### src/rtl/core/crcr_pkg.sv
// shared constants, register indexes and bit-reversal helpers for the crc16 block
`timescale 1ns / 1ps

package crcr_pkg;

    localparam int CRC_W  = 16;
    localparam int BYTE_W = 8;
    localparam int IDX_W  = 2;

    localparam logic [CRC_W-1:0] POLY_RESET  = 16'h1021;
    localparam logic [CRC_W-1:0] INIT_RESET  = 16'hFFFF;
    localparam logic [CRC_W-1:0] FXOR_RESET  = 16'hFFFF;

    typedef enum logic [IDX_W-1:0] {
        CFG_POLYNOMIAL    = 2'd0,
        CFG_INITIAL_VALUE = 2'd1,
        CFG_FINAL_XOR     = 2'd2
    } t_cfg_index;

    typedef logic [CRC_W-1:0]  t_crc;
    typedef logic [BYTE_W-1:0] t_byte;

    function automatic t_byte mirror8(input t_byte v);
        t_byte r;
        for (int i = 0; i < BYTE_W; i++) begin
            r[i] = v[BYTE_W-1-i];
        end
        return r;
    endfunction

    function automatic t_crc mirror16(input t_crc v);
        t_crc r;
        for (int i = 0; i < CRC_W; i++) begin
            r[i] = v[CRC_W-1-i];
        end
        return r;
    endfunction

endpackage

### src/rtl/core/crcr_fold.sv
// eight unrolled division steps folding one reflected byte into the remainder
`timescale 1ns / 1ps

module crcr_fold (
    input  crcr_pkg::t_crc  i_remainder,
    input  crcr_pkg::t_byte i_data_byte,
    input  crcr_pkg::t_crc  i_polynomial,
    input  crcr_pkg::t_crc  i_final_xor,
    output crcr_pkg::t_crc  o_remainder,
    output crcr_pkg::t_crc  o_crc_value
);

    crcr_pkg::t_crc rem;

    always_comb begin
        rem = i_remainder ^ {crcr_pkg::mirror8(i_data_byte), {crcr_pkg::BYTE_W{1'b0}}};
        for (int k = 0; k < crcr_pkg::BYTE_W; k++) begin
            if (rem[crcr_pkg::CRC_W-1]) begin
                rem = {rem[crcr_pkg::CRC_W-2:0], 1'b0} ^ i_polynomial;
            end else begin
                rem = {rem[crcr_pkg::CRC_W-2:0], 1'b0};
            end
        end
    end

    assign o_remainder = rem;
    assign o_crc_value = crcr_pkg::mirror16(rem) ^ i_final_xor;

endmodule

### src/rtl/core/crc16_reflected_configurable.sv
// a byte is registered in the input register on accept and folded from there; the crc word
// of a last byte is written to the result register when that byte leaves the input register
// throughput: one byte per clock, set by the eight-step fold between the input register
// and the remainder/result registers; stall rises only while a last byte waits on a
// result word that has not been taken
// reset (synchronous, active low): registers take their default values, pipeline empties
`timescale 1ns / 1ps

module crc16_reflected_configurable (
    input  logic                         i_clk,
    input  logic                         i_rst_n,
    // message bytes
    input  logic                         i_valid,
    output logic                         o_stall,
    input  crcr_pkg::t_byte              i_data_byte,
    input  logic                         i_first_of_message,
    input  logic                         i_last_of_message,
    // crc words
    output logic                         o_valid,
    input  logic                         i_stall,
    output crcr_pkg::t_crc               o_crc_value,
    // register writes
    input  logic                         i_cfg_valid,
    output logic                         o_cfg_ready,
    input  logic [crcr_pkg::IDX_W-1:0]   i_cfg_index,
    input  crcr_pkg::t_crc               i_cfg_data
);

    crcr_pkg::t_crc  r_polynomial, r_initial_value, r_final_xor;
    crcr_pkg::t_crc  r_rem;
    logic            r_s1_valid, r_s1_first, r_s1_last;
    crcr_pkg::t_byte r_s1_byte;
    logic            r_out_valid;
    crcr_pkg::t_crc  r_out_crc;

    crcr_pkg::t_crc  fold_base, fold_rem, fold_crc;
    logic            out_blocked, advance, in_accept;

    assign out_blocked = r_out_valid && i_stall;
    assign advance     = r_s1_valid && !(r_s1_last && out_blocked);
    assign o_stall     = r_s1_valid && !advance;
    assign in_accept   = i_valid && !o_stall;
    assign o_cfg_ready = 1'b1;
    assign o_valid     = r_out_valid;
    assign o_crc_value = r_out_crc;

    assign fold_base = r_s1_first ? r_initial_value : r_rem;

    crcr_fold u_fold (
        .i_remainder  (fold_base),
        .i_data_byte  (r_s1_byte),
        .i_polynomial (r_polynomial),
        .i_final_xor  (r_final_xor),
        .o_remainder  (fold_rem),
        .o_crc_value  (fold_crc)
    );

    // configuration registers
    always_ff @(posedge i_clk) begin
        if (!i_rst_n) begin
            r_polynomial    <= crcr_pkg::POLY_RESET;
            r_initial_value <= crcr_pkg::INIT_RESET;
            r_final_xor     <= crcr_pkg::FXOR_RESET;
        end else if (i_cfg_valid && o_cfg_ready) begin
            unique case (i_cfg_index)
                crcr_pkg::CFG_POLYNOMIAL:    r_polynomial    <= i_cfg_data;
                crcr_pkg::CFG_INITIAL_VALUE: r_initial_value <= i_cfg_data;
                crcr_pkg::CFG_FINAL_XOR:     r_final_xor     <= i_cfg_data;
                default: ;
            endcase
        end
    end

    // input register
    always_ff @(posedge i_clk) begin
        if (!i_rst_n) begin
            r_s1_valid <= 1'b0;
        end else if (in_accept) begin
            r_s1_valid <= 1'b1;
        end else if (advance) begin
            r_s1_valid <= 1'b0;
        end
    end

    always_ff @(posedge i_clk) begin
        if (in_accept) begin
            r_s1_byte  <= i_data_byte;
            r_s1_first <= i_first_of_message;
            r_s1_last  <= i_last_of_message;
        end
    end

    // running remainder, reloaded after a last byte
    always_ff @(posedge i_clk) begin
        if (!i_rst_n) begin
            r_rem <= crcr_pkg::INIT_RESET;
        end else if (advance) begin
            r_rem <= r_s1_last ? r_initial_value : fold_rem;
        end
    end

    // result register
    always_ff @(posedge i_clk) begin
        if (!i_rst_n) begin
            r_out_valid <= 1'b0;
        end else if (advance && r_s1_last) begin
            r_out_valid <= 1'b1;
        end else if (!i_stall) begin
            r_out_valid <= 1'b0;
        end
    end

    always_ff @(posedge i_clk) begin
        if (advance && r_s1_last) begin
            r_out_crc <= fold_crc;
        end
    end

    // a waiting last byte is never dropped
    a_last_held: assert property (@(posedge i_clk) disable iff (!i_rst_n)
        r_s1_valid && r_s1_last && out_blocked |=> r_s1_valid)
        else $error("last byte lost while result word stalled");

    // a new result word only follows a folded last byte
    a_out_source: assert property (@(posedge i_clk) disable iff (!i_rst_n)
        $rose(r_out_valid) |-> $past(advance && r_s1_last))
        else $error("result word without a last byte");

    // remainder reloads with the start value after a message ends
    a_reload: assert property (@(posedge i_clk) disable iff (!i_rst_n)
        advance && r_s1_last |=> r_rem == $past(r_initial_value))
        else $error("remainder not reloaded after last byte");

    // stall only with a last byte waiting in the input register behind a valid result word
    a_stall_cause: assert property (@(posedge i_clk) disable iff (!i_rst_n)
        o_stall |-> r_s1_valid && r_s1_last && r_out_valid)
        else $error("stall without a blocked last byte");

endmodule
### config.mk
export PLATFORM = sky130hd
export DESIGN_NAME = crc16_reflected_configurable
export DESIGN_NICKNAME = d
export VERILOG_FILES = /design/src/rtl/core/crcr_pkg.sv /design/src/rtl/core/crcr_fold.sv /design/src/rtl/core/crc16_reflected_configurable.sv
export SDC_FILE = /design/constraint.sdc
export NUM_CORES = 1
export LEC_CHECK = 0
export BUFFER_PORTS_ARGS = -buffer_cell sky130_fd_sc_hd__buf_2
export CAP_MARGIN = 20
export CORE_MARGIN = 2
export CORE_UTILIZATION = 55
export DETAILED_ROUTE_END_ITERATION = 7
export GPL_ROUTABILITY_DRIVEN = 0
export GPL_TIMING_DRIVEN = 0
export PLACE_DENSITY = 0.77
export SLEW_MARGIN = 20
export SYNTH_ARGS = -nofsm -noshare
export SYNTH_HDL_FRONTEND = slang
export SYNTH_HIERARCHICAL = 1
export SYNTH_SLANG_ARGS = --single-unit
### constraint.sdc
create_clock -name i_clk -period 4.55 [get_ports i_clk]
set_input_delay 0.2275 -clock i_clk [delete_from_list [all_inputs] [get_ports i_clk]]
set_output_delay 0.2275 -clock i_clk [all_outputs]
set_load 0.1 [all_outputs]
==> Yosys cells after proc, flatten, opt, wreduce, memory -nomap -nowiden <==
Index checks and enable logic that the tools add are counted.
{ "op_classes": {"addsub": 0, "mul": 0, "n_div": 0, "order_cmp": 0, "eq_ne": 3, "shifts": 0, "muxes": 14, "bitwise": 10, "reduce_logical": 14} }
{ "ops": {"columns": ["op", "n"], "rows": [
  ["16-bit 2-to-1 mux", 10],
  ["16-bit bitwise XOR", 10],
  ["1-bit logical AND", 6],
  ["2-bit AND reduction", 3],
  ["1-bit 2-to-1 mux", 4],
  ["1-bit zero test", 3],
  ["2-bit by 1-bit equality test with 1-bit output, second input constant", 1],
  ["2-bit equality test, second input constant", 1],
  ["2-bit zero test", 1],
  ["2-bit by 1-bit inequality test with 1-bit output, second input constant", 1],
  ["2-bit nonzero test", 1]
]} }
{ "totals": {"ff_bits": 92, "latch_bits": 0, "ramBits": 0, "romBits": 0, "input_bits": 33, "out_inout_bits": 19, "elab_cells": 51, "n_memories": 0} }

==> Logic depth before layout (Yosys ltp) <==
{ "depth": {"ltp_word": 19, "depth_mapped": 21, "depth_no_buf": 16} }

==> Cells and area by module <==
Netlist, hierarchy kept.
{ "modules_own_cells": {"columns": ["module", "instances", "cells_each", "area_each_um2", "seq_area_each_um2"], "rows": [
  ["crc16_reflected_configurable", 1, 358, 3572.2, 2102.0],
  ["crcr_fold", 1, 409, 2901.5, 0.0]
]} }

==> Worst setup path before layout <==
Ideal clock, no wire load.
{ "synth_timing": {"kind": "register -> register", "from": "register r_s1_first", "to": "register r_rem[1]", "setup_ns": 0.132, "t_arrival_ns": 4.212, "path_slack_ns": 0.206, "path_stages_with_launch": 21, "path_buffers": 4, "synth_period_minus_slack_ns": 4.344, "path_cell_list": "edfxtp_1 buf_2 buf_2 mux2_2 xnor2_2 clkbuf_1 nand2_1 mux2i_1 o21ai_0 nand3_1 xnor3_1 and3_1 or3_1 o311a_1 xnor2_2 buf_4 nand2_1 xor2_1 mux2i_1 and3_1 o21ai_0"} }
{ "synth_lines": {"columns": ["item", "line_no", "rtl"], "rows": [
  ["start: declaration", "crc16_reflected_configurable.sv:31", "logic r_s1_valid, r_s1_first, r_s1_last;"],
  ["start signal: assignment", "crc16_reflected_configurable.sv:88", "r_s1_first <= i_first_of_message;"],
  ["16-bit 2-to-1 mux *", "crc16_reflected_configurable.sv:47", "assign fold_base = r_s1_first ? r_initial_value : r_rem;"],
  ["via fold_base[14]", "crc16_reflected_configurable.sv:36", "crcr_pkg::t_crc fold_base, fold_rem, fold_crc;"],
  ["16-bit bitwise XOR *", "crcr_fold.sv:16", "rem = i_remainder ^ {crcr_pkg::mirror8(i_data_byte), {crcr_pkg::BYTE_W{1'b0}}};"],
  ["16-bit bitwise XOR", "crcr_fold.sv:19", "rem = {rem[crcr_pkg::CRC_W-2:0], 1'b0} ^ i_polynomial;"],
  ["16-bit 2-to-1 mux * (2 in series)", "crcr_fold.sv:18", "if (rem[crcr_pkg::CRC_W-1]) begin"],
  ["16-bit bitwise XOR", "crcr_fold.sv:19", null],
  ["16-bit 2-to-1 mux *", "crcr_fold.sv:18", null],
  ["16-bit bitwise XOR", "crcr_fold.sv:19", null],
  ["16-bit 2-to-1 mux *", "crcr_fold.sv:18", null],
  ["16-bit bitwise XOR", "crcr_fold.sv:19", null],
  ["16-bit 2-to-1 mux *", "crcr_fold.sv:18", null],
  ["16-bit bitwise XOR", "crcr_fold.sv:19", null],
  ["16-bit 2-to-1 mux * (2 in series)", "crcr_fold.sv:18", null],
  ["16-bit bitwise XOR or 16-bit 2-to-1 mux (tied branches)", "crcr_fold.sv:19, crcr_fold.sv:18", null],
  ["16-bit 2-to-1 mux *", "crcr_fold.sv:18", null],
  ["via fold_rem[1]", "crc16_reflected_configurable.sv:36", null],
  ["16-bit 2-to-1 mux *", "crc16_reflected_configurable.sv:98", "r_rem <= r_s1_last ? r_initial_value : fold_rem;"],
  ["end signal: assignment", "crc16_reflected_configurable.sv:96", "r_rem <= crcr_pkg::INIT_RESET;"],
  ["end signal: assignment", "crc16_reflected_configurable.sv:98", null],
  ["end: declaration", "crc16_reflected_configurable.sv:30", "crcr_pkg::t_crc r_rem;"]
]} }
Mark *: on every way through the listed nets, which the timed path passes. The rest lies on a longest branch.
A chain may end at the register's enable or synchronous reset.

==> Worst setup path after layout <==
{ "layout_timing": {"from": "register r_s1_first", "to": "register r_rem[5]"} }
{ "layout_between": {"elab_chain_len": 18} }
{ "layout_lines": {"columns": ["item", "line_no"], "rows": [
  ["16-bit 2-to-1 mux *", "crc16_reflected_configurable.sv:47"],
  ["via fold_base[13]", "crc16_reflected_configurable.sv:36"],
  ["16-bit bitwise XOR *", "crcr_fold.sv:16"],
  ["16-bit bitwise XOR", "crcr_fold.sv:19"],
  ["16-bit 2-to-1 mux *", "crcr_fold.sv:18"],
  ["16-bit bitwise XOR", "crcr_fold.sv:19"],
  ["16-bit 2-to-1 mux * (2 in series)", "crcr_fold.sv:18"],
  ["16-bit bitwise XOR", "crcr_fold.sv:19"],
  ["[... 3 more ...]", null],
  ["16-bit bitwise XOR", "crcr_fold.sv:19"],
  ["16-bit 2-to-1 mux *", "crcr_fold.sv:18"],
  ["16-bit bitwise XOR", "crcr_fold.sv:19"],
  ["16-bit 2-to-1 mux *", "crcr_fold.sv:18"],
  ["16-bit bitwise XOR", "crcr_fold.sv:19"],
  ["16-bit 2-to-1 mux *", "crcr_fold.sv:18"],
  ["via fold_rem[5]", "crc16_reflected_configurable.sv:36"],
  ["16-bit 2-to-1 mux *", "crc16_reflected_configurable.sv:98"]
]} }
Marks and branches as above.

==> impl_results.md <==
* Outcome: finished, violations left
* Failing checks: negative setup slack
* R2r startpoint: r_s1_first
* Cells after Synth at 767
* Post-route ant nets at 0
* Hold WC Path Type: input pin to register
* Switching pwr at 1.329 mW
* Site row count at 39
* Netlist cell types at 69
* Ys async rst share at 0%
* First-pass GRT wire length at 29,910 um
* Switching share of power at 37.46%
* Mux contribution to synthesized area at 5.876%
* Ys flop type: dfxtp_1
* Max Fclk at 211.3 MHz
* Crit path capture type: register
* Commonest cells after routing, fill and taps aside: nand2_1, xnor2_1, dfxtp_1
* Initial DRC count at 699
* GR Overflow Total at 0
* Detailed placement HPWL at 13,410 um
* CP startpoint kind: register
* Vias in the first global route at 5,693
* Worst Path Required at 4.83 ns
* Slew HR at 40.97%
* Total Wirelength at 20,930 um
* Setup tns final at -2.468 ns
* Residual DRC count at 0
* Final setup margin at -0.1829 ns
* RSZ-0062 raised after global routing: true
* Final setup viols at 23
* Wire per inst at 20.28 um
* CTS max path bufs at 2
* Sequential Power Share at 27.0%
* Max VDD drop at 0.3211 mV
* DP Worst Slack at -0.9011 ns
* Largest net degree at the start of global routing at 17
* Crit. Startpoint: r_s1_first
* Seq/Total Area, Yosys at 32.47%
* Data arrival, critical path at 5.01 ns
* EDFF count, synth at 26
* # diodes at 0
* Synth Area in Adders at 0%
* Commonest non-fill, non-tap cell in the layout: nand2_1
* Vias per Instance at 6.177
* Clk_skew at 0.006503 ns
* DIE AREA at 12,650 um^2
* Max Cap Violations at 0
* Syn_nets at 800
* Vias at 6,375
* CTS sink cnt at 92
* Final min period at 4.733 ns
* Post-synthesis simple-gate area fraction at 22.07%
* Synth warn at 6
* Clk_lat worst skew at 0.34 ns
* Post-synthesis xor/xnor area fraction at 22.65%
* Layout cells sized above 1 at 30.15%
* Top cells by area, synth: dfxtp_1, edfxtp_1, xnor2_1, nand2_1, xor2_1
* P per Cell Area at 419.9 nW/um^2
* Synth top area share at 20.41%
* Area occupied by multi-input gates at 4708 um^2
* Hold Fails Final Rpt at 0
* Flop and latch count out of synthesis at 92
* Die height at 112.5 um
* Initial Util at 56.45%
* Worst-path clk slew at 0.06 ns
* Storage cell area at 2102 um^2
* Fillers at 727
* Number of placed I/O pins at 52
* First-pass DRT Iterations at 6
* Pleak at 3.431 nW
* Overall Global Routing Usage at 29.99%
* # H-tree levels at 3
* CTS buffer count at 9
* Hold Startpoint: i_data_byte[7]
* Critical path cell sequence: buf_6 -> buf_12 -> mux2_4 -> xnor2_4 -> buf_12 -> buf_6 -> xnor2_4 -> mux2i_2 -> o21ai_1 -> nand3_2 -> xnor3_2 -> and4_4 -> nor4_4 -> buf_4 -> o21ai_2 -> xor3_1 -> xnor2_2 -> mux2i_1 -> and3_1 -> o21ai_1
* Die W at 112.5 um
* Core area at 11,470 um^2
* Fin nets at 917
* Slowest stage cell, crit path: xor3_1
* Crit path kind: register to register
* Initial antenna violation count at 0
* Clock power share at 21.0%
* Internal cell power at 2.219 mW
* Worst hold margin at 0.05642 ns
* P&R area growth vs syn at 30.50%
* CP peak stage delay at 0.42 ns
* Buf/Inv on CP at 5
* Largest family of logic cells by synthesized area: XOR/XNOR gates
* Comb power frac at 52.0%
* CP Max Fanout at 7
* Slew Limit Fails at 0
* Cell family with most CP delay: XOR/XNOR gates
* Worst-Margin Slew at 0.8854 ns
* Area leader, netlist: dfxtp_1
* Clock root cell: clkbuf_16
* Avg Inst Size Synth at 8.440 um^2
* Fin crit share at 104.0%
* Mapped Area at 6474 um^2
* Port Buffers at 49
* Register-to-register setup slack at -0.18 ns
* Post-synthesis compound-gate area fraction at 12.12%
* CTS tree: built
==> routing by layer <==
layer  track usage (%)  part of all wire, %
met5                 0                    0
met4             10.81                  4.7
met3             6.911                   11
met2             49.08                   46
met1             39.12                   38
==> cell usage after synthesis, drive strengths merged, types with 2 or more instances <==
master,count
and2,5
nand3,47
and4,2
inv,3
xor2,33
or3,4
edfxtp,26
a21boi,15
nor3,9
o21a,3
o21ai,46
o31ai,5
nor2,13
a2111oi,3
buf,25
a211oi,6
nand4,2
and3,22
o211a,2
xor3,3
and3b,2
xnor3,11
xnor2,92
o2bb2ai,2
dfxtp,66
or3b,3
nor4,5
clkbuf,36
mux2,16
nand3b,2
a21oi,27
mux2i,20
nand2,191
==> cell type report <==
| class | instances | share of cell area [%] |
|---|---|---|
| tap | 143 | 2.118 |
| inverter | 4 | 0.1777 |
| buffer | 58 | 3.895 |
| multi-input combinational | 610 | 55.73 |
| clock buffer | 12 | 2.799 |
| clock inverter | 4 | 0.5924 |
| sequential | 92 | 24.88 |
| timing repair buffer | 109 | 9.805 |
==> cells by family after synthesis <==
logic type	after synthesis
muxes	36
AOI/OAI and AO/OA	123
xor gates and xnor gates	139
other	1
DFF	92
and+or+nand+nor	311
buffers and inverters	65
==> through the flow <==
stage,util (%),std cells,instance area (um^2),power [mW]
after CTS,68.77,1009,7886,3.221
after global routing,73.67,1032,8448,3.669
final,73.67,1032,8448,3.548
after detailed placement,60.15,959,6898,2.196
after global placement,60.15,959,6898,2.168
after floorplan,-,767,6474,1.927
==> power by group through the flow <==
stage               Sequential, mW  Combinational, mW  Clock (mW)
detailed placement           0.971               1.23           0
global placement             0.968               1.20           0
global route                 0.962               1.92       0.784
CTS                          0.956               1.52       0.750
finish                       0.958               1.85       0.744
floorplan                     1.07              0.862           0
==> path summary, 6_finish.rpt <==
path                                   endpoint  cells after the start
worst min register to register  r_polynomial[8]                      2
worst min-delay path               r_s1_byte[7]                      1
worst max register to register         r_rem[5]                     20
worst max-delay path                   r_rem[5]                     20
==> registers in the layout, indices dropped and copies added, names as in the netlist <==
name             count
o_crc_value         16
r_polynomial        16
r_rem               16
r_s1_byte            8
r_final_xor         16
r_s1_first           1
r_initial_value     16
o_valid              1
r_s1_valid           1
r_s1_last            1
==> repair_timing <==
| item | 4_1_cts | 5_1_grt |
|---|---|---|
| pin swaps | 28 | 38 |
| cloned | 1 | 1 |
| hold buffers | 0 | 0 |
| hold endpoints to repair | 0 | 0 |
| endpoints found under the setup margin | 32 | 31 |
| gates resized for setup | 71 | 99 |
| buffers inserted | 34 | 28 |
(Power assumes the default switching activity.)
